===== src/rtl/sds_pkg.sv =====
// shared types and constants of the scan disk scheduler
`timescale 1ns / 1ps
`default_nettype none
package sds_pkg;

   // field widths
   localparam int CYL_W       = 16;
   localparam int MOVE_W      = 17;
   localparam int REQ_DATA_W  = 32;
   localparam int RSP_DATA_W  = 40;

   // saturation bound of the travel sum
   localparam logic [MOVE_W-1:0] MOVE_MAX = 17'h1FFFF;

   // reset value of the last cylinder register
   localparam logic [CYL_W-1:0] LAST_CYL_RESET = 16'd199;

   // operation codes carried in req_tuser
   localparam logic OP_ADD = 1'b0;
   localparam logic OP_RUN = 1'b1;

   // one result handed from the sequencer to the output stage
   typedef struct packed {
      logic             valid;
      logic             first;
      logic             turn;
      logic             last;
      logic [CYL_W-1:0] cyl;
   } emit_type;

endpackage
`default_nettype wire


===== src/rtl/sds_store_ram.sv =====
// request store: one write port, one read port with registered data
`timescale 1ns / 1ps
`default_nettype none
module sds_store_ram #(
   parameter int DEPTH = 32,
   parameter int AW    = 5
) (
   input  wire logic                   clock,
   input  wire logic                   wr_en,
   input  wire logic [AW-1:0]          wr_addr,
   input  wire logic [sds_pkg::CYL_W-1:0] wr_data,
   input  wire logic                   rd_en,
   input  wire logic [AW-1:0]          rd_addr,
   output logic      [sds_pkg::CYL_W-1:0] rd_data
);
   import sds_pkg::*;

   logic [CYL_W-1:0] store_ff [DEPTH];
   logic [CYL_W-1:0] rd_data_ff;

   // write port
   always_ff @(posedge clock) begin
      if (wr_en) begin
         store_ff[wr_addr] <= wr_data;
      end
   end

   // read port, data held until the next read
   always_ff @(posedge clock) begin
      if (rd_en) begin
         rd_data_ff <= store_ff[rd_addr];
      end
   end

   assign rd_data = rd_data_ff;

endmodule
`default_nettype wire


===== src/rtl/sds_out.sv =====
// output register and head travel accumulator
`timescale 1ns / 1ps
`default_nettype none
module sds_out (
   input  wire logic                          clock,
   input  wire logic                          reset,
   input  wire sds_pkg::emit_type             emit,
   output logic                               out_free,
   output logic                               rsp_tvalid,
   input  wire logic                          rsp_tready,
   // [15:0] cylinder, [32:16] total_movement, [39:33] zero
   output logic [sds_pkg::RSP_DATA_W-1:0]     rsp_tdata,
   // [0] is_turn_point
   output logic                               rsp_tuser,
   output logic                               rsp_tlast
);
   import sds_pkg::*;

   localparam int PAD_W = RSP_DATA_W - MOVE_W - CYL_W;

   logic              valid_ff, valid_in;
   logic [CYL_W-1:0]  cyl_ff;
   logic              turn_ff;
   logic              last_ff;
   logic [MOVE_W-1:0] total_ff, total_in;
   logic [MOVE_W-1:0] travel_ff, travel_in;
   logic [CYL_W-1:0]  prev_ff;
   logic [CYL_W-1:0]  step;
   logic [MOVE_W:0]   sum;
   logic [MOVE_W-1:0] sat;

   assign out_free = !valid_ff || rsp_tready;

   // distance from the previous result, saturating sum
   always_comb begin
      step = (emit.cyl >= prev_ff) ? (emit.cyl - prev_ff) : (prev_ff - emit.cyl);
      sum  = {1'b0, travel_ff} + (MOVE_W + 1)'(step);
      sat  = sum[MOVE_W] ? MOVE_MAX : sum[MOVE_W-1:0];
   end

   always_comb begin
      valid_in  = valid_ff;
      travel_in = travel_ff;
      total_in  = total_ff;
      if (emit.valid) begin
         valid_in  = 1'b1;
         travel_in = emit.first ? '0 : sat;
         total_in  = (emit.last && !emit.first) ? sat : '0;
      end else if (rsp_tready) begin
         valid_in = 1'b0;
      end
   end

   // control state
   always_ff @(posedge clock) begin
      if (reset) begin
         valid_ff <= 1'b0;
      end else begin
         valid_ff <= valid_in;
      end
   end

   // payload
   always_ff @(posedge clock) begin
      if (emit.valid) begin
         cyl_ff    <= emit.cyl;
         turn_ff   <= emit.turn;
         last_ff   <= emit.last;
         total_ff  <= total_in;
         travel_ff <= travel_in;
         prev_ff   <= emit.cyl;
      end
   end

   assign rsp_tvalid = valid_ff;
   assign rsp_tdata  = {{PAD_W{1'b0}}, total_ff, cyl_ff};
   assign rsp_tuser  = turn_ff;
   assign rsp_tlast  = last_ff;

endmodule
`default_nettype wire


===== src/rtl/sds_ctrl.sv =====
// sequencer: sorted insertion into the store, head placement and sweep walk
`timescale 1ns / 1ps
`default_nettype none
module sds_ctrl #(
   parameter int MAX_REQUESTS = 32,
   parameter int AW           = 5,
   parameter int CW           = 6
) (
   input  wire logic                       clock,
   input  wire logic                       reset,
   input  wire logic                       in_valid,
   output logic                            in_ready,
   input  wire logic                       in_op,
   input  wire logic [sds_pkg::CYL_W-1:0]  in_req_cyl,
   input  wire logic [sds_pkg::CYL_W-1:0]  in_head,
   input  wire logic [sds_pkg::CYL_W-1:0]  last_cyl,
   input  wire logic                       out_free,
   output sds_pkg::emit_type               emit,
   output logic                            ram_we,
   output logic [AW-1:0]                   ram_waddr,
   output logic [sds_pkg::CYL_W-1:0]       ram_wdata,
   output logic                            ram_re,
   output logic [AW-1:0]                   ram_raddr,
   input  wire logic [sds_pkg::CYL_W-1:0]  ram_rdata
);
   import sds_pkg::*;

   typedef enum logic [7:0] {
      ST_IDLE     = 8'b0000_0001,
      ST_INS      = 8'b0000_0010,
      ST_INS_LAST = 8'b0000_0100,
      ST_SCAN     = 8'b0000_1000,
      ST_HEAD     = 8'b0001_0000,
      ST_FETCH    = 8'b0010_0000,
      ST_EMIT     = 8'b0100_0000,
      ST_TURN     = 8'b1000_0000
   } state_type;

   localparam logic [CW-1:0] MAX_CNT = CW'(MAX_REQUESTS);

   state_type        state_ff, state_in;
   logic [CW-1:0]    count_ff, count_in;
   logic [CYL_W-1:0] val_ff, val_in;
   logic             up_ff, up_in;
   logic             second_ff, second_in;
   logic [CW-1:0]    p_ff, p_in;
   logic [AW-1:0]    ptr_ff, ptr_in;
   logic [CW-1:0]    rem_ff, rem_in;

   logic [CW-1:0]    p_m1;
   logic [CW-1:0]    cnt_m1;
   logic [CW-1:0]    ptr_p1;
   logic [CW-1:0]    hi_cnt;
   logic [CW-1:0]    sec_cnt;
   logic [AW-1:0]    asc_ptr;
   logic [AW-1:0]    desc_ptr;
   logic             asc;
   logic             hit;

   assign in_ready = (state_ff == ST_IDLE);

   // sweep bounds derived from the split point
   always_comb begin
      p_m1     = p_ff - CW'(1);
      cnt_m1   = count_ff - CW'(1);
      ptr_p1   = CW'(ptr_ff) + CW'(1);
      hi_cnt   = count_ff - p_ff;
      sec_cnt  = up_ff ? p_ff : hi_cnt;
      asc_ptr  = p_ff[AW-1:0];
      desc_ptr = p_m1[AW-1:0];
      asc      = up_ff ^ second_ff;
      hit      = up_ff ? (ram_rdata < val_ff) : (ram_rdata <= val_ff);
   end

   // next state
   always_comb begin
      state_in  = state_ff;
      count_in  = count_ff;
      val_in    = val_ff;
      up_in     = up_ff;
      second_in = second_ff;
      p_in      = p_ff;
      ptr_in    = ptr_ff;
      rem_in    = rem_ff;
      ram_we    = 1'b0;
      ram_waddr = ptr_p1[AW-1:0];
      ram_wdata = val_ff;
      ram_re    = 1'b0;
      ram_raddr = ptr_ff;
      emit      = '0;

      case (state_ff)
         ST_IDLE: begin
            if (in_valid) begin
               if (in_op == OP_ADD) begin
                  if (count_ff < MAX_CNT) begin
                     val_in = in_req_cyl;
                     if (count_ff == '0) begin
                        state_in = ST_INS_LAST;
                     end else begin
                        ram_re    = 1'b1;
                        ram_raddr = cnt_m1[AW-1:0];
                        ptr_in    = cnt_m1[AW-1:0];
                        state_in  = ST_INS;
                     end
                  end
               end else begin
                  val_in    = in_head;
                  up_in     = in_head > (last_cyl >> 1);
                  second_in = 1'b0;
                  p_in      = '0;
                  if (count_ff == '0) begin
                     state_in = ST_HEAD;
                  end else begin
                     ram_re    = 1'b1;
                     ram_raddr = '0;
                     ptr_in    = '0;
                     state_in  = ST_SCAN;
                  end
               end
            end
         end

         // shift larger entries up by one until the slot is found
         ST_INS: begin
            ram_we = 1'b1;
            if (ram_rdata > val_ff) begin
               ram_wdata = ram_rdata;
               if (ptr_ff == '0) begin
                  state_in = ST_INS_LAST;
               end else begin
                  ram_re    = 1'b1;
                  ram_raddr = ptr_ff - AW'(1);
                  ptr_in    = ptr_ff - AW'(1);
               end
            end else begin
               count_in = count_ff + CW'(1);
               state_in = ST_IDLE;
            end
         end

         ST_INS_LAST: begin
            ram_we    = 1'b1;
            ram_waddr = '0;
            count_in  = count_ff + CW'(1);
            state_in  = ST_IDLE;
         end

         // count entries below the head (at or below it on a downward run): the split point
         ST_SCAN: begin
            if (hit) begin
               if (ptr_p1 == count_ff) begin
                  p_in     = count_ff;
                  state_in = ST_HEAD;
               end else begin
                  ram_re    = 1'b1;
                  ram_raddr = ptr_p1[AW-1:0];
                  ptr_in    = ptr_p1[AW-1:0];
               end
            end else begin
               p_in     = CW'(ptr_ff);
               state_in = ST_HEAD;
            end
         end

         ST_HEAD: begin
            if (out_free) begin
               emit.valid = 1'b1;
               emit.first = 1'b1;
               emit.cyl   = val_ff;
               ptr_in     = up_ff ? asc_ptr : desc_ptr;
               rem_in     = up_ff ? hi_cnt : p_ff;
               state_in   = ST_FETCH;
            end
         end

         ST_FETCH: begin
            if (rem_ff == '0) begin
               if (!second_ff) begin
                  state_in = ST_TURN;
               end else begin
                  count_in = '0;
                  state_in = ST_IDLE;
               end
            end else begin
               ram_re   = 1'b1;
               state_in = ST_EMIT;
            end
         end

         ST_EMIT: begin
            if (out_free) begin
               emit.valid = 1'b1;
               emit.cyl   = ram_rdata;
               emit.last  = second_ff && (rem_ff == CW'(1));
               rem_in     = rem_ff - CW'(1);
               ptr_in     = asc ? (ptr_ff + AW'(1)) : (ptr_ff - AW'(1));
               if (emit.last) begin
                  count_in = '0;
                  state_in = ST_IDLE;
               end else begin
                  state_in = ST_FETCH;
               end
            end
         end

         ST_TURN: begin
            if (out_free) begin
               emit.valid = 1'b1;
               emit.turn  = 1'b1;
               emit.cyl   = up_ff ? last_cyl : '0;
               emit.last  = (sec_cnt == '0);
               if (emit.last) begin
                  count_in = '0;
                  state_in = ST_IDLE;
               end else begin
                  second_in = 1'b1;
                  ptr_in    = up_ff ? desc_ptr : asc_ptr;
                  rem_in    = sec_cnt;
                  state_in  = ST_FETCH;
               end
            end
         end

         default: begin
            state_in = ST_IDLE;
         end
      endcase
   end

   // control state
   always_ff @(posedge clock) begin
      if (reset) begin
         state_ff <= ST_IDLE;
         count_ff <= '0;
      end else begin
         state_ff <= state_in;
         count_ff <= count_in;
      end
   end

   // working registers
   always_ff @(posedge clock) begin
      val_ff    <= val_in;
      up_ff     <= up_in;
      second_ff <= second_in;
      p_ff      <= p_in;
      ptr_ff    <= ptr_in;
      rem_ff    <= rem_in;
   end

`ifndef SYNTH
   // fill count stays within the store
   a_count_bound: assert property (@(posedge clock) disable iff (reset)
      count_ff <= MAX_CNT)
      else $error("request count beyond store depth");

   // a result is only handed over when the output register can take it
   a_emit_free: assert property (@(posedge clock) disable iff (reset)
      emit.valid |-> out_free)
      else $error("result emitted into a busy output register");

   // the store is empty after the final result of a run
   a_clear_after_last: assert property (@(posedge clock) disable iff (reset)
      (emit.valid && emit.last) |=> (count_ff == '0) && (state_ff == ST_IDLE))
      else $error("store not emptied after final result");

   // writes land inside the store
   a_write_range: assert property (@(posedge clock) disable iff (reset)
      ram_we |-> (CW'(ram_waddr) < MAX_CNT))
      else $error("store write beyond depth");
`endif

endmodule
`default_nettype wire


===== src/rtl/scan_disk_scheduler_top.sv =====
// Top level of the SCAN (elevator) disk scheduler.
// req channel: each transfer is one item. req_tuser selects the operation
// (0 adds a pending cylinder request, 1 runs the schedule). An add is
// inserted into the sorted store by shifting each stored entry above the
// new value up by one and writing the new value into the gap. An add to a
// full store is dropped.
// A run places the head among the sorted requests (one store read per
// request on the low side of the head, plus one for the first request
// past it), then returns the results on the rsp channel:
// the head, the requests of the first sweep, the turnaround cylinder and
// the requests of the return sweep. Each stored request passes through a
// store read, then an output load; the head needs only the output load and
// the turnaround an empty fetch step, then the output load.
// rsp_tlast marks the final result, which carries the total travel.
// The store has one read port. A new item is accepted once the previous
// one has been fully handed to the output register; the final result may
// still wait there. When the receiver stalls, the result is held in the
// output register and the walk pauses. Reset empties the store and sets
// last_cylinder to 199. csr_wr_en writes last_cylinder and must be used
// only while the block is idle; the block itself does not enforce this.
`timescale 1ns / 1ps
`default_nettype none
module scan_disk_scheduler_top #(
   parameter int MAX_REQUESTS = 32
) (
   input  wire logic                          clock,
   input  wire logic                          reset,
   input  wire logic                          req_tvalid,
   output logic                               req_tready,
   // [15:0] request_cylinder, [31:16] head_position
   input  wire logic [sds_pkg::REQ_DATA_W-1:0] req_tdata,
   // [0] operation
   input  wire logic                          req_tuser,
   output logic                               rsp_tvalid,
   input  wire logic                          rsp_tready,
   // [15:0] cylinder, [32:16] total_movement, [39:33] zero
   output logic [sds_pkg::RSP_DATA_W-1:0]     rsp_tdata,
   // [0] is_turn_point
   output logic                               rsp_tuser,
   output logic                               rsp_tlast,
   input  wire logic                          csr_wr_en,
   input  wire logic [sds_pkg::CYL_W-1:0]     csr_wr_data
);
   import sds_pkg::*;

   localparam int AW = $clog2(MAX_REQUESTS);
   localparam int CW = $clog2(MAX_REQUESTS + 1);

   logic [CYL_W-1:0] last_cyl_ff, last_cyl_in;
   emit_type         emit;
   logic             out_free;
   logic             ram_we;
   logic [AW-1:0]    ram_waddr;
   logic [CYL_W-1:0] ram_wdata;
   logic             ram_re;
   logic [AW-1:0]    ram_raddr;
   logic [CYL_W-1:0] ram_rdata;

   // last cylinder register
   assign last_cyl_in = csr_wr_en ? csr_wr_data : last_cyl_ff;

   always_ff @(posedge clock) begin
      if (reset) begin
         last_cyl_ff <= LAST_CYL_RESET;
      end else begin
         last_cyl_ff <= last_cyl_in;
      end
   end

   // sequencer
   sds_ctrl #(
      .MAX_REQUESTS (MAX_REQUESTS),
      .AW           (AW),
      .CW           (CW)
   ) u_ctrl (
      .clock      (clock),
      .reset      (reset),
      .in_valid   (req_tvalid),
      .in_ready   (req_tready),
      .in_op      (req_tuser),
      .in_req_cyl (req_tdata[CYL_W-1:0]),
      .in_head    (req_tdata[2*CYL_W-1:CYL_W]),
      .last_cyl   (last_cyl_ff),
      .out_free   (out_free),
      .emit       (emit),
      .ram_we     (ram_we),
      .ram_waddr  (ram_waddr),
      .ram_wdata  (ram_wdata),
      .ram_re     (ram_re),
      .ram_raddr  (ram_raddr),
      .ram_rdata  (ram_rdata)
   );

   // request store
   sds_store_ram #(
      .DEPTH (MAX_REQUESTS),
      .AW    (AW)
   ) u_store (
      .clock   (clock),
      .wr_en   (ram_we),
      .wr_addr (ram_waddr),
      .wr_data (ram_wdata),
      .rd_en   (ram_re),
      .rd_addr (ram_raddr),
      .rd_data (ram_rdata)
   );

   // output register and travel sum
   sds_out u_out (
      .clock      (clock),
      .reset      (reset),
      .emit       (emit),
      .out_free   (out_free),
      .rsp_tvalid (rsp_tvalid),
      .rsp_tready (rsp_tready),
      .rsp_tdata  (rsp_tdata),
      .rsp_tuser  (rsp_tuser),
      .rsp_tlast  (rsp_tlast)
   );

endmodule
`default_nettype wire


===== config.mk =====
export PLATFORM = sky130hd
export DESIGN_NAME = scan_disk_scheduler_top
export DESIGN_NICKNAME = d
export VERILOG_FILES = /design/src/rtl/sds_pkg.sv /design/src/rtl/sds_store_ram.sv /design/src/rtl/sds_out.sv /design/src/rtl/sds_ctrl.sv /design/src/rtl/scan_disk_scheduler_top.sv
export SDC_FILE = /design/constraint.sdc
export NUM_CORES = 1
export LEC_CHECK = 0
export ABC_CLOCK_PERIOD_IN_PS = 10900
export BUFFER_PORTS_ARGS = -buffer_cell sky130_fd_sc_hd__buf_2
export CORE_ASPECT_RATIO = 1.4
export CORE_MARGIN = 5
export CORE_UTILIZATION = 67
export CTS_CLUSTER_DIAMETER = 120
export CTS_CLUSTER_SIZE = 16
export DETAILED_ROUTE_END_ITERATION = 6
export PLACE_DENSITY = 0.85
export SKIP_LAST_GASP = 1
export SYNTH_ARGS = -nofsm -noshare
export SYNTH_HDL_FRONTEND = slang
export SYNTH_SLANG_ARGS = --single-unit

===== constraint.sdc =====
create_clock -name clock -period 10.9 [get_ports clock]
set_input_delay 2.18 -clock clock [delete_from_list [all_inputs] [get_ports clock]]
set_output_delay 2.18 -clock clock [all_outputs]
set_load 0.01 [all_outputs]

* After elaboration in Yosys (flattened, before gate mapping)
Memory sizes are Yosys's and may differ from the RTL's. A register that Yosys moved wholly into a read port is not among the register bits.
Cells that the tools add are included.
** Cells by class
- Add/sub/neg operators :: 11
- Multipliers :: 0
- Div/mod/pow operators :: 0
- Magnitude comparators :: 6
- Eq/ne operators :: 24
- Shift operators :: 0
- Multiplexer cells :: 93
- Bitwise gates (word level) :: 1
- Reductions and logical operators :: 26
** Operators with widths (count)
- $mux W6 :: 19
- $mux W16 :: 7
- $mux W8 :: 12
- $mux W5 :: 18
- $pmux W8 S7 :: 1
- $pmux W16 S3 :: 1
- $mux W17 :: 2
- $sub A16 B16 Y16 :: 2
- $pmux W5 S6 :: 1
- $pmux W6 S5 :: 1
- $mux W1 :: 21
- $add A17 B16 Y18 :: 1
- $logic_not A6 Y1 :: 3
- $mux W18 :: 1
- $pmux W6 S3 :: 1
- $ge A16 B16 Y1 :: 1
- $gt A16 B15 Y1 :: 1
- $gt A16 B16 Y1 :: 1
- $le A16 B16 Y1 :: 1
- $lt A16 B16 Y1 :: 1
- $pmux W5 S3 :: 1
- $reduce_and A5 Y1 :: 3
- $sub A5 B1 Y5 const B :: 3
- $ne A2 B2 Y1 const B :: 6
- 38 further kinds :: 52
** Storage, ports and cells
- Register bits :: 118
- Latch bits :: 0
- Bits in writable memories :: 512
- ROM bits :: 0
- Input port bits :: 54
- Output and inout bits :: 44
- Logic and storage cells :: 177
- Memories :: 1
** Memories
- u_store.store_ff :: words 32, bits a word 16, rd ports 1, clocked after memory_dff 1, write ports 1, line sds_store_ram.sv:18 : logic [CYL_W-1:0] store_ff [DEPTH];

* Logic depth before layout (Yosys ltp)
Gate-level depths: netlist of the first run.
- Depth in word-level cells :: 9
- Mapped depth :: 31
- Gate-level depth less buffers :: 29

* Modules after synthesis
Synthesis of the first run repeated with hierarchy kept, for this count alone.
** Unflattened totals
- Cell total of the unflattened synthesis :: 2304
- Area, all modules :: 30728.2 um2
** By module, submodules not included
- sds_store_ram :: instances 1, cells each 1143, area an instance 20694.8 um2, sequential area each 15855.2 um2
- sds_ctrl :: instances 1, cells each 673, area an instance 5321.4 um2, sequential area each 1331.3 um2
- sds_out :: instances 1, cells each 436, area an instance 4117.7 um2, sequential area each 1581.5 um2
- scan_disk_scheduler_top :: instances 1, cells each 52, area an instance 594.3 um2, sequential area each 320.3 um2

* Worst setup path after synthesis of the first run
No wires, ideal clock.
- Path kind :: in2reg
- Start :: input port rsp_tready
- End :: register u_out.total_ff[3] (data pin)
- Library setup time :: 273 ps
- Arrival :: 7692 ps
- Data required time :: 10627 ps
- Path slack :: 2935 ps
- Stages :: 29
- Path buffers :: 3
- Path through :: nand2b_1 > nand2_1 > nor2_1 > clkbuf_1 > a222oi_1 > ha_1 > fa_1 > nor2b_1 > o21ai_0 > a21oi_1 > o41a_1 > o41ai_1 > a211o_1 > o21ai_1 > clkbuf_1 > nand2_1 > o21a_1 > ha_1 > a21o_1 > a21oi_1 > nor2b_1 > o21ai_0 > a211oi_1 > o31ai_1 > o21ai_0 > a21oi_1 > or3b_2 > clkbuf_1 > o21ai_0
** On the way
- Cells in the longest elaborated chain, start to end :: 7
- Elaborated cells on any way between the ends :: 16
- Those cells by class :: add/sub (3); order compare (1); mux (9); reduce/logical (3)
** RTL lines
- start: declaration :: line scan_disk_scheduler_top.sv:35 : input wire logic rsp_tready,
- $logic_or A1 B1 Y1 (*) :: line sds_out.sv:32 : assign out_free = !valid_ff || rsp_tready;
- $mux W18 (tied with other cells) :: line sds_ctrl.sv:208 : if (out_free) begin
- $pmux W16 S3 :: line sds_ctrl.sv:92 : case (state_ff)
- $sub A16 B16 Y16 / $ge A16 B16 Y1 (equally long branches) :: line sds_out.sv:36 : step = (emit.cyl >= prev_ff) ? (emit.cyl - prev_ff) : (prev_ff - emit.cyl);
- $mux W16 :: line sds_out.sv:36
- $add A17 B16 Y18 :: line sds_out.sv:37 : sum = {1'b0, travel_ff} + (MOVE_W + 1)'(step);
- $mux W17 :: line sds_out.sv:38 : sat = sum[MOVE_W] ? MOVE_MAX : sum[MOVE_W-1:0];
- end signal: assignment :: line sds_out.sv:69 : total_ff <= total_in;
- end: declaration :: line sds_out.sv:25 : logic [MOVE_W-1:0] total_ff, total_in;
Mark *: on every way between the ends. The rest lies on a longest branch, timed or not.
A chain may end at the register's enable or synchronous reset.

==> results.md, run 1 <==
Critical path:
- The type of the worst setup path is in -> reg.
- The worst endpoint required time is 11.21 ns.
- The slack of the worst reg-to-reg path is 2.25 ns.
- The critical path capture point type is a flip-flop.
- The path depth of the worst reg2reg path is 27.
- The data arrival at the endpoint of the critical path is 9.13 ns.
- The endpoint identified for the worst register-to-register timing path is u_out.travel_ff[8].
- The critical-path maximum fanout is 16.
- The critical path starts at rsp_tready.
- The worst reg2reg path startpoint is u_ctrl.state_ff[1].
- The startpoint kind of the worst setup timing path is an input pin.

Global route:
- After global routing the overflow that remains totals 0.
- The pin count of the biggest net entering global routing is 124.
- The via count of the first global-routing pass is 19,091.
- The first global-routing pass estimated 110,000 um of wire.
- The initial antenna violation count is 0.
- Global routing used 28.5% of the available tracks.

STA:
- The actual transition at the worst max-transition pin is 1.27 ns.
- The ratio of final minimum period to clock period is 80.9%.
- The worst pin sits at a relative slew slack of 13.1%.
- Setup violations remaining at the end of the flow were counted as 0.
- For the finished layout, the period the worst path requires is 8.82 ns.
- The count of final max-slew check failures came to 0.
- The total count of hold-check failures in the final report was 0.
- Timing would allow up to 113 MHz.
- Setup repair after global routing left no endpoint under its margin.
- The clock arrives with 0.0273 ns of skew.
- After routing, the total negative slack on setup checks comes to 0 ns.

Die:
- The initial utilization of the core area, before any placement, comes to 67.8%.
- In this run the core area contains 92 standard-cell rows.
- The width of the die is 191 um.
- The vertical extent of the die is 263 um.
- The die covers 50,100 um^2.
- The count of boundary I/O pins is 98.
- The area inside the core boundary is 45,100 um^2.

Yosys:
- The flip-flop and latch count after synthesis is 646.
- In the synthesized netlist the async set-or-reset flop fraction comes to 0%.
- The count of unique library cells instantiated by Yosys is 86.
- The number of synthesis warnings is 0.
- The cell area that synthesis handed to floorplanning was 30,600 um^2.
- The gate count after technology mapping is 2,190.
- The average cell area after synthesis is 14.0 um^2.
- Counting flops with a built-in enable in the synthesized netlist gives 615.
- The most used flip-flop cell after synthesis is edfxtp_1.
- The share of the yosys chip area belonging to registers is 62.4%.

Detailed routing:
- The remaining number of nets flagged by the antenna check after routing is 0.
- The vias after detailed routing is 18,930.
- The first detailed-routing pass took 7 iterations.
- Dividing the detail-routed via count by the number of cells gives 6.53.
- After detailed routing, the number of remaining DRC violations is 5.
- For this block, the routed nets add up to 72,800 um of wire.
- For this block, the initial DRC count from the detailed router was 1,954.
- Dividing the detail-routed wire length by the instance count gives 25.1 um.

Clocking:
- The root buffer cell chosen for the clock tree is clkbuf_16.
- The number of instances resized during post-cts repair is 0.
- The number of buffers inserted to repair setup after CTS is 0.
- TritonCTS built the clock tree.
- The clock sink count is 646.
- The total CTS buffers is 46.
- The later pin in the worst-skew pair is clocked with a latency of 0.59 ns.
- Clock-pin slew was measured on the worst setup and hold paths at 0.08 ns.
- The CTS H-tree depth is 2.
- The hold buffer count at cts is 0.
- No sink is reached through more buffers than the 3 on the longest clock path.

Min path:
- The number of cells on the worst hold path is 2.
- The tightest min-delay check is of the reg -> reg type.
- For hold timing, the worst endpoint is last_cyl_ff[0].
- The startpoint of the most critical hold path is last_cyl_ff[0].

Place:
- The half-perimeter wire length of the detailed placement result is 48,700 um.
- The weighted congestion reported at the end of routability-driven placement is 1.00.
- Port buffering added 90 buffers.

Status:
- The flow ran to the end, but the final reports show violations.
- The final reports fail on DRC.

Layout:
- The filler cell count is 2,864.
- The post-route netlist has 12.3% of its cells at a drive strength greater than 1.
- The number of nets at the end of the flow is 2,423.
- The number of inserted diodes is 0.
- The relative area change from synthesis to final layout is 7.63%.
- Leaving out fill and tap cells, the most frequent cell in the layout is edfxtp_1.
- The library cells used most frequently in the layout, excluding fill and tap cells, are edfxtp_1 (615), mux2i_1 (406), inv_1 (107), nor2_1 (100), nand2_1 (96).

Power:
- The worst-case vdd ir drop is 0.258 mV.
- The sum of internal, switching and leakage power is 0.00714 W.
- For this design the static power due to leakage is 12.2 nW.
- Power spread over the standard cell area amounts to 217 nW/um^2.

Run:
- The max-cap check violation count is 0.
worst max path at each step:
stage | endpoint | cells past startpoint | slack (ns)
after detailed placement | u_out.travel_ff[8] | 26 | 1.60
after floorplan | u_out.total_ff[3] | 29 | 2.93
after CTS | u_out.travel_ff[8] | 26 | 2.19
final | u_out.travel_ff[8] | 26 | 2.08
after global placement | u_out.total_ff[14] | 25 | 1.87
after global routing | u_out.total_ff[8] | 27 | 1.48
flip-flops by register name (all words and copies together), names as in the netlist, 5 cells and up:
signal	cells
u_store.rd_data	16
u_out.total_ff	17
u_ctrl.val_ff	16
u_store.store_ff	512
u_ctrl.rem_ff	6
u_ctrl.state_ff	8
last_cyl_ff	16
u_ctrl.ptr_ff	5
u_ctrl.p_ff	6
u_ctrl.count_ff	6
u_out.prev_ff	16
u_out.travel_ff	17
logic make-up after synthesis:
| group | count (synthesis) | share of synthesized area, % |
|---|---|---|
| buf+inv | 219 | 3.71 |
| fa+ha+maj | 94 | 3.94 |
| mux | 424 | 13.9 |
| simple gates | 378 | 6.53 |
| flops | 646 | 62.4 |
| compound gates | 376 | 8.01 |
| other cells | 1 | 0.0122 |
| xor+xnor | 52 | 1.51 |
metal layers:
layer  vias to the layer above  GRT usage (%)  wire, um
met5                         -              0         0
met4                         0           14.1      4190
met3                       186           3.56      4550
met2                       833           49.9     37100
met1                      9395           35.0     26900
li1                       8516              -         -
layout make-up:
type,instances,area (um^2),share of cell area [%]
Clock inverter,3,71.3,0.216
Tap cell,611,764,2.32
Inverter,110,413,1.25
Sequential cell,646,19100,57.9
Clock buffer,60,1220,3.72
Multi-Input combinational cell,1331,10500,32.0
Timing Repair Buffer,140,838,2.54
Yosys cell counts, types with 18 or more instances:
| cell | count | area [um^2] |
|---|---|---|
| buf_6 | 24 | 270 |
| edfxtp_1 | 615 | 18500 |
| a21oi_1 | 72 | 360 |
| nand2_1 | 96 | 360 |
| a21o_1 | 20 | 150 |
| o22ai_1 | 65 | 407 |
| buf_4 | 31 | 233 |
| nand3_1 | 23 | 115 |
| xnor2_1 | 27 | 236 |
| clkbuf_1 | 39 | 146 |
| mux2i_1 | 406 | 4060 |
| nor3_1 | 28 | 140 |
| mux2_2 | 18 | 203 |
| ha_1 | 90 | 1130 |
| inv_1 | 107 | 402 |
| nor2_1 | 113 | 424 |
| o21ai_0 | 98 | 490 |
| dfxtp_1 | 31 | 621 |
| xor2_1 | 24 | 210 |
worst max-delay path, cell delays in order:
cell,delay (ns)
buf_2,0.10
nand2b_1,0.16
nand2_1,0.11
nor2_1,0.90
a222oi_1,0.32
inv_1,0.15
ha_1,0.30
nor2b_1,0.16
o21ai_0,0.28
a21oi_1,0.16
o41a_1,0.42
o41ai_1,0.46
a211o_1,0.22
o21ai_2,0.16
o21a_1,0.25
ha_1,0.31
a21o_1,0.18
a21oi_1,0.22
nor2b_1,0.07
o21ai_0,0.36
a211oi_1,0.21
o31ai_1,0.45
o21ai_0,0.30
a21oi_1,0.24
or3b_2,0.29
o21ai_0,0.15
metrics by stage:
step | std cells | cell area, um^2 | setup WS (ns) | hold slack, ns | utilization [%]
after global placement | 2838 | 31700 | 1.87 | 0.475 | 70.1
after global routing | 2901 | 32900 | 1.48 | 0.542 | 73.0
after detailed placement | 2838 | 31700 | 1.60 | 0.480 | 70.1
final | 2901 | 32900 | 2.08 | 0.494 | 73.0
after floorplan | 2196 | 30600 | 2.93 | 0.440 | -
after CTS | 2901 | 32900 | 2.19 | 0.505 | 73.0
power by group:
group	internal (W)	leakage, nW	switching, W	total (W)
Sequential	0.00287	5.80	0.0000737	0.00295
Combinational	0.00102	5.80	0.00158	0.00260
Clock	0.000790	0.623	0.000803	0.00159
Total	0.00468	12.2	0.00246	0.00714
Power figures use the tool's default switching activity.
==> run 2, diff against run 1 <==
Settings changed: ABC_CLOCK_PERIOD_IN_PS 10900 to 7800, CORE_UTILIZATION 67 to 56, PLACE_DENSITY 0.85 to 0.76.
Clock period 10.9 ns to 7.8 ns, I/O delays scaled along.
==> results.md, run 2 (synthesized netlist as in run 1, its figures left out) <==
Detailed routing:
- The vias after detailed routing is 18,639 (-1.5%).
- The number of violations reported at the end of detailed-routing iteration 0 is 1,557 (-20%).
- The via count normalized by instance count is 6.16 (-5.6%).
- The number of detailed-route iterations in the first pass is 7 (unchanged).
- The remaining number of nets flagged by the antenna check after routing is 0 (unchanged).
- The routed length per instance is 23.9 um (-4.8%).
- The number of DRC violations after detailed routing is 1 (-4).
- The total routed wirelength is 72,300 um (-0.63%).

Global route:
- The initial antenna violation count is 1 (+1).
- The wire length of the first global-routing pass is 109,000 um (-0.58%).
- The total global-route track usage came to 23.7% (-4.9 points).
- The via count of the first global-routing pass is 18,566 (-2.7%).
- The aggregate global routing overflow is 0 (unchanged).
- The pin count of the biggest net entering global routing is 129 (+4.0%).

Layout:
- The area growth from synthesis to layout is 8.45%.
- The layout cell share with drive strength beyond 1 was 12.9% (+0.61 points).
- The number of nets at the end of the flow came to 2,436 (+0.54%).
- The largest registers in the layout are u_store.store_ff x512, u_out.total_ff x17, u_out.travel_ff x17.
- In the layout the commonest cells are edfxtp_1 (615), mux2i_1 (406), inv_1 (107), nor2_1 (98), nand2_1 (96).
- The fraction of the core area covered by cells at the end of the flow is 61.2% (-12 points).
- The count of non-filler cells in the finished layout is 3,027 (+4.3%).
- Leaving out fill and tap cells, the most frequent cell in the layout is edfxtp_1.
- The filler cell count is 3,992 (+39%).
- The register ranked first by flip-flop count is u_store.store_ff.
- The flip-flop count of the largest register after layout is 512 (unchanged).

Clocking:
- The clock sink count is 646 (unchanged).
- The CTS H-tree depth is 2 (unchanged).
- The hold buffer count at cts is 0 (unchanged).
- The maximum buffer depth of the clock tree is 3 (unchanged).
- The clock insertion delay at the later pin of the skew report is 0.62 ns (+0.03 ns).
- The number of buffers inserted to repair setup after CTS is 0 (unchanged).
- The clock input transition at the sequential cells of the worst setup and hold paths came to 0.08 ns (about the same).
- In this run the clock root is driven by a clkbuf_16.
- The total CTS buffers is 46 (unchanged).
- The CTS tree is built.

Power:
- The switching power of the nets is 0.00339 W (+38%).
- The combinational cell fraction of total power was 36.2% (-0.2 points).
- The design internal power was 0.00654 W (+40%).
- The fraction of power spent switching nets is 34.2% (-0.27 points).
- The register share of total power is 41.4% (about the same).
- The worst-case vdd ir drop is 0.351 mV (+36%).
- The standby leakage power is 12.3 nW (+0.50%).
- The sum of internal, switching and leakage power is 0.00994 W (+39%).
- The power share of the clock group is 22.4% (about the same).
- The total power per unit cell area came to 299 nW/um^2 (+38%).

Die:
- The vertical extent of the die is 287 um (+9.0%).
- The row count is 101 (+9.8%).
- The area inside the core boundary came to 54,200 um^2 (+20%).
- The starting utilization of the core area is 56.5% (-11 points).
- The count of boundary I/O pins was 98 (unchanged).
- The width of the die is 208 um (+8.9%).
- The area of the die was 59,500 um^2 (+19%).

Place:
- The setup slack after placement was -0.141 ns (-1.74 ns).
- The count of port buffers added during placement is 90 (unchanged).
- The weighted congestion reported at the end of routability-driven placement is 0.939 (-6.3%).
- The half-perimeter wire length of the detailed placement result is 49,500 um (+1.6%).
- The cell count after placement is 2,961 (+4.3%).

STA:
- The actual transition at the worst max-transition pin is 1.10 ns (-0.171 ns).
- The post-route worst setup slack is 0.486 ns (-1.60 ns).
- The ratio of final minimum period to clock period is 93.8%.
- The peak clock frequency supported by timing is 137 MHz.
- The final period demand of the worst path is 7.31 ns.
- The tightest slew margin relative to the limit is 26.6% (+13 points).
- The worst-case hold slack is 0.491 ns (-0.00349 ns).
- Setup repair after global routing left no endpoint under its margin.
- The setup violation total in the final timing report is 0 (unchanged).
- The count of final max-slew check failures came to 0 (unchanged).
- The largest clock skew in the final design came to 0.0349 ns (+0.00762 ns).
- The total count of hold-check failures in the final report came to 0 (unchanged).

Run:
- The max-cap check violation count came to 0 (unchanged).

Critical path:
- The largest individual stage delay along the critical path comes from the cell or3b_2.
- The worst path buffer plus inverter count is 4 (+2).
- The largest stage delay on the critical path is 0.63 ns (-0.27 ns).
- In this design, the largest share of critical-path delay is due to compound AO/OA/AOI/OAI gates.
- The critical-path maximum fanout is 18 (+2).
- The worst endpoint required time was 8.24 ns (-2.97 ns).
- The data arrival at the endpoint of the critical path is 7.76 ns (-1.37 ns).
- The type of the worst setup path is reg -> reg.
- STA classifies the critical path startpoint as a flip-flop.
- The worst setup path is captured at a flip-flop.

Min path:
- The class of the worst hold path is reg -> reg.

Status:
- The checks that failed: DRC.
- The flow ran to the end, but the final reports show violations.
## run 2: changes by cell type in the layout (fill, tap and decap cells not counted), sizes merged
cell	previous run	this run
buf	140	153
inv	109	111
clkbuf	60	61
clkinv	4	3
diode	0	1
## run 2: stage by stage
step / setup TNS (ns) / area [um^2]
3_3_place_gp: 0 / 31900
6_report: 0 / 33200
4_1_cts: 0 / 33200
5_1_grt: 0 / 33200
3_5_place_dp: -3.17 / 31900
2_1_floorplan: 0 / 30600
## run 2: path summary, 6_finish.rpt
check	start	to	slack [ns]	depth (start not counted)
max	u_ctrl.state_ff[1]	u_out.total_ff[3]	0.49	29
min	last_cyl_ff[0]	last_cyl_ff[0]	0.49	2
max reg2reg	u_ctrl.state_ff[1]	u_out.total_ff[3]	0.49	29
min reg2reg	last_cyl_ff[0]	last_cyl_ff[0]	0.49	2
## run 2: layout make-up
class | instances | area (um^2) | share of cell area [%]
inverters | 110 | 413 | 1.24
clock inverters | 4 | 70.1 | 0.211
repair buffers | 153 | 948 | 2.86
flip-flops and latches | 646 | 19100 | 57.5
multi-input cells | 1331 | 10600 | 31.8
clock buffers | 61 | 1210 | 3.64
well taps | 721 | 902 | 2.72
diodes | 1 | 2.50 | 0.00754
## run 2: power by group through the flow
stage / Clock (W) / Combinational [W] / Sequential (W)
2_1_floorplan: 0 / 0.00284 / 0.00414
3_3_place_gp: 0 / 0.00351 / 0.00419
3_5_place_dp: 0 / 0.00357 / 0.00419
4_1_cts: 0.00226 / 0.00358 / 0.00411
5_1_grt: 0.00240 / 0.00382 / 0.00412
6_report: 0.00222 / 0.00360 / 0.00412
## run 2: tightest hold or removal path, cell delays in order, from the launching register on
cell	delay [ns]
dfxtp_1	0.34
mux2i_1	0.07
nand2_1	0.06
## run 2: layer usage
metal  vias to the layer above  share of wire (%)  global-route usage [%]
met4                         0                4.7                    10.4
met1                      9284                 38                    28.7
met5                         -                  0                       0
li1                       8550                  -                       -
met2                       657                 52                    42.7
met3                       148                5.2                    2.86
## run 2: timing repair
item,4_1_cts,5_1_grt
endpoints found under the hold margin,0,0
gates resized for setup,0,3
endpoints found under the setup margin,0,32
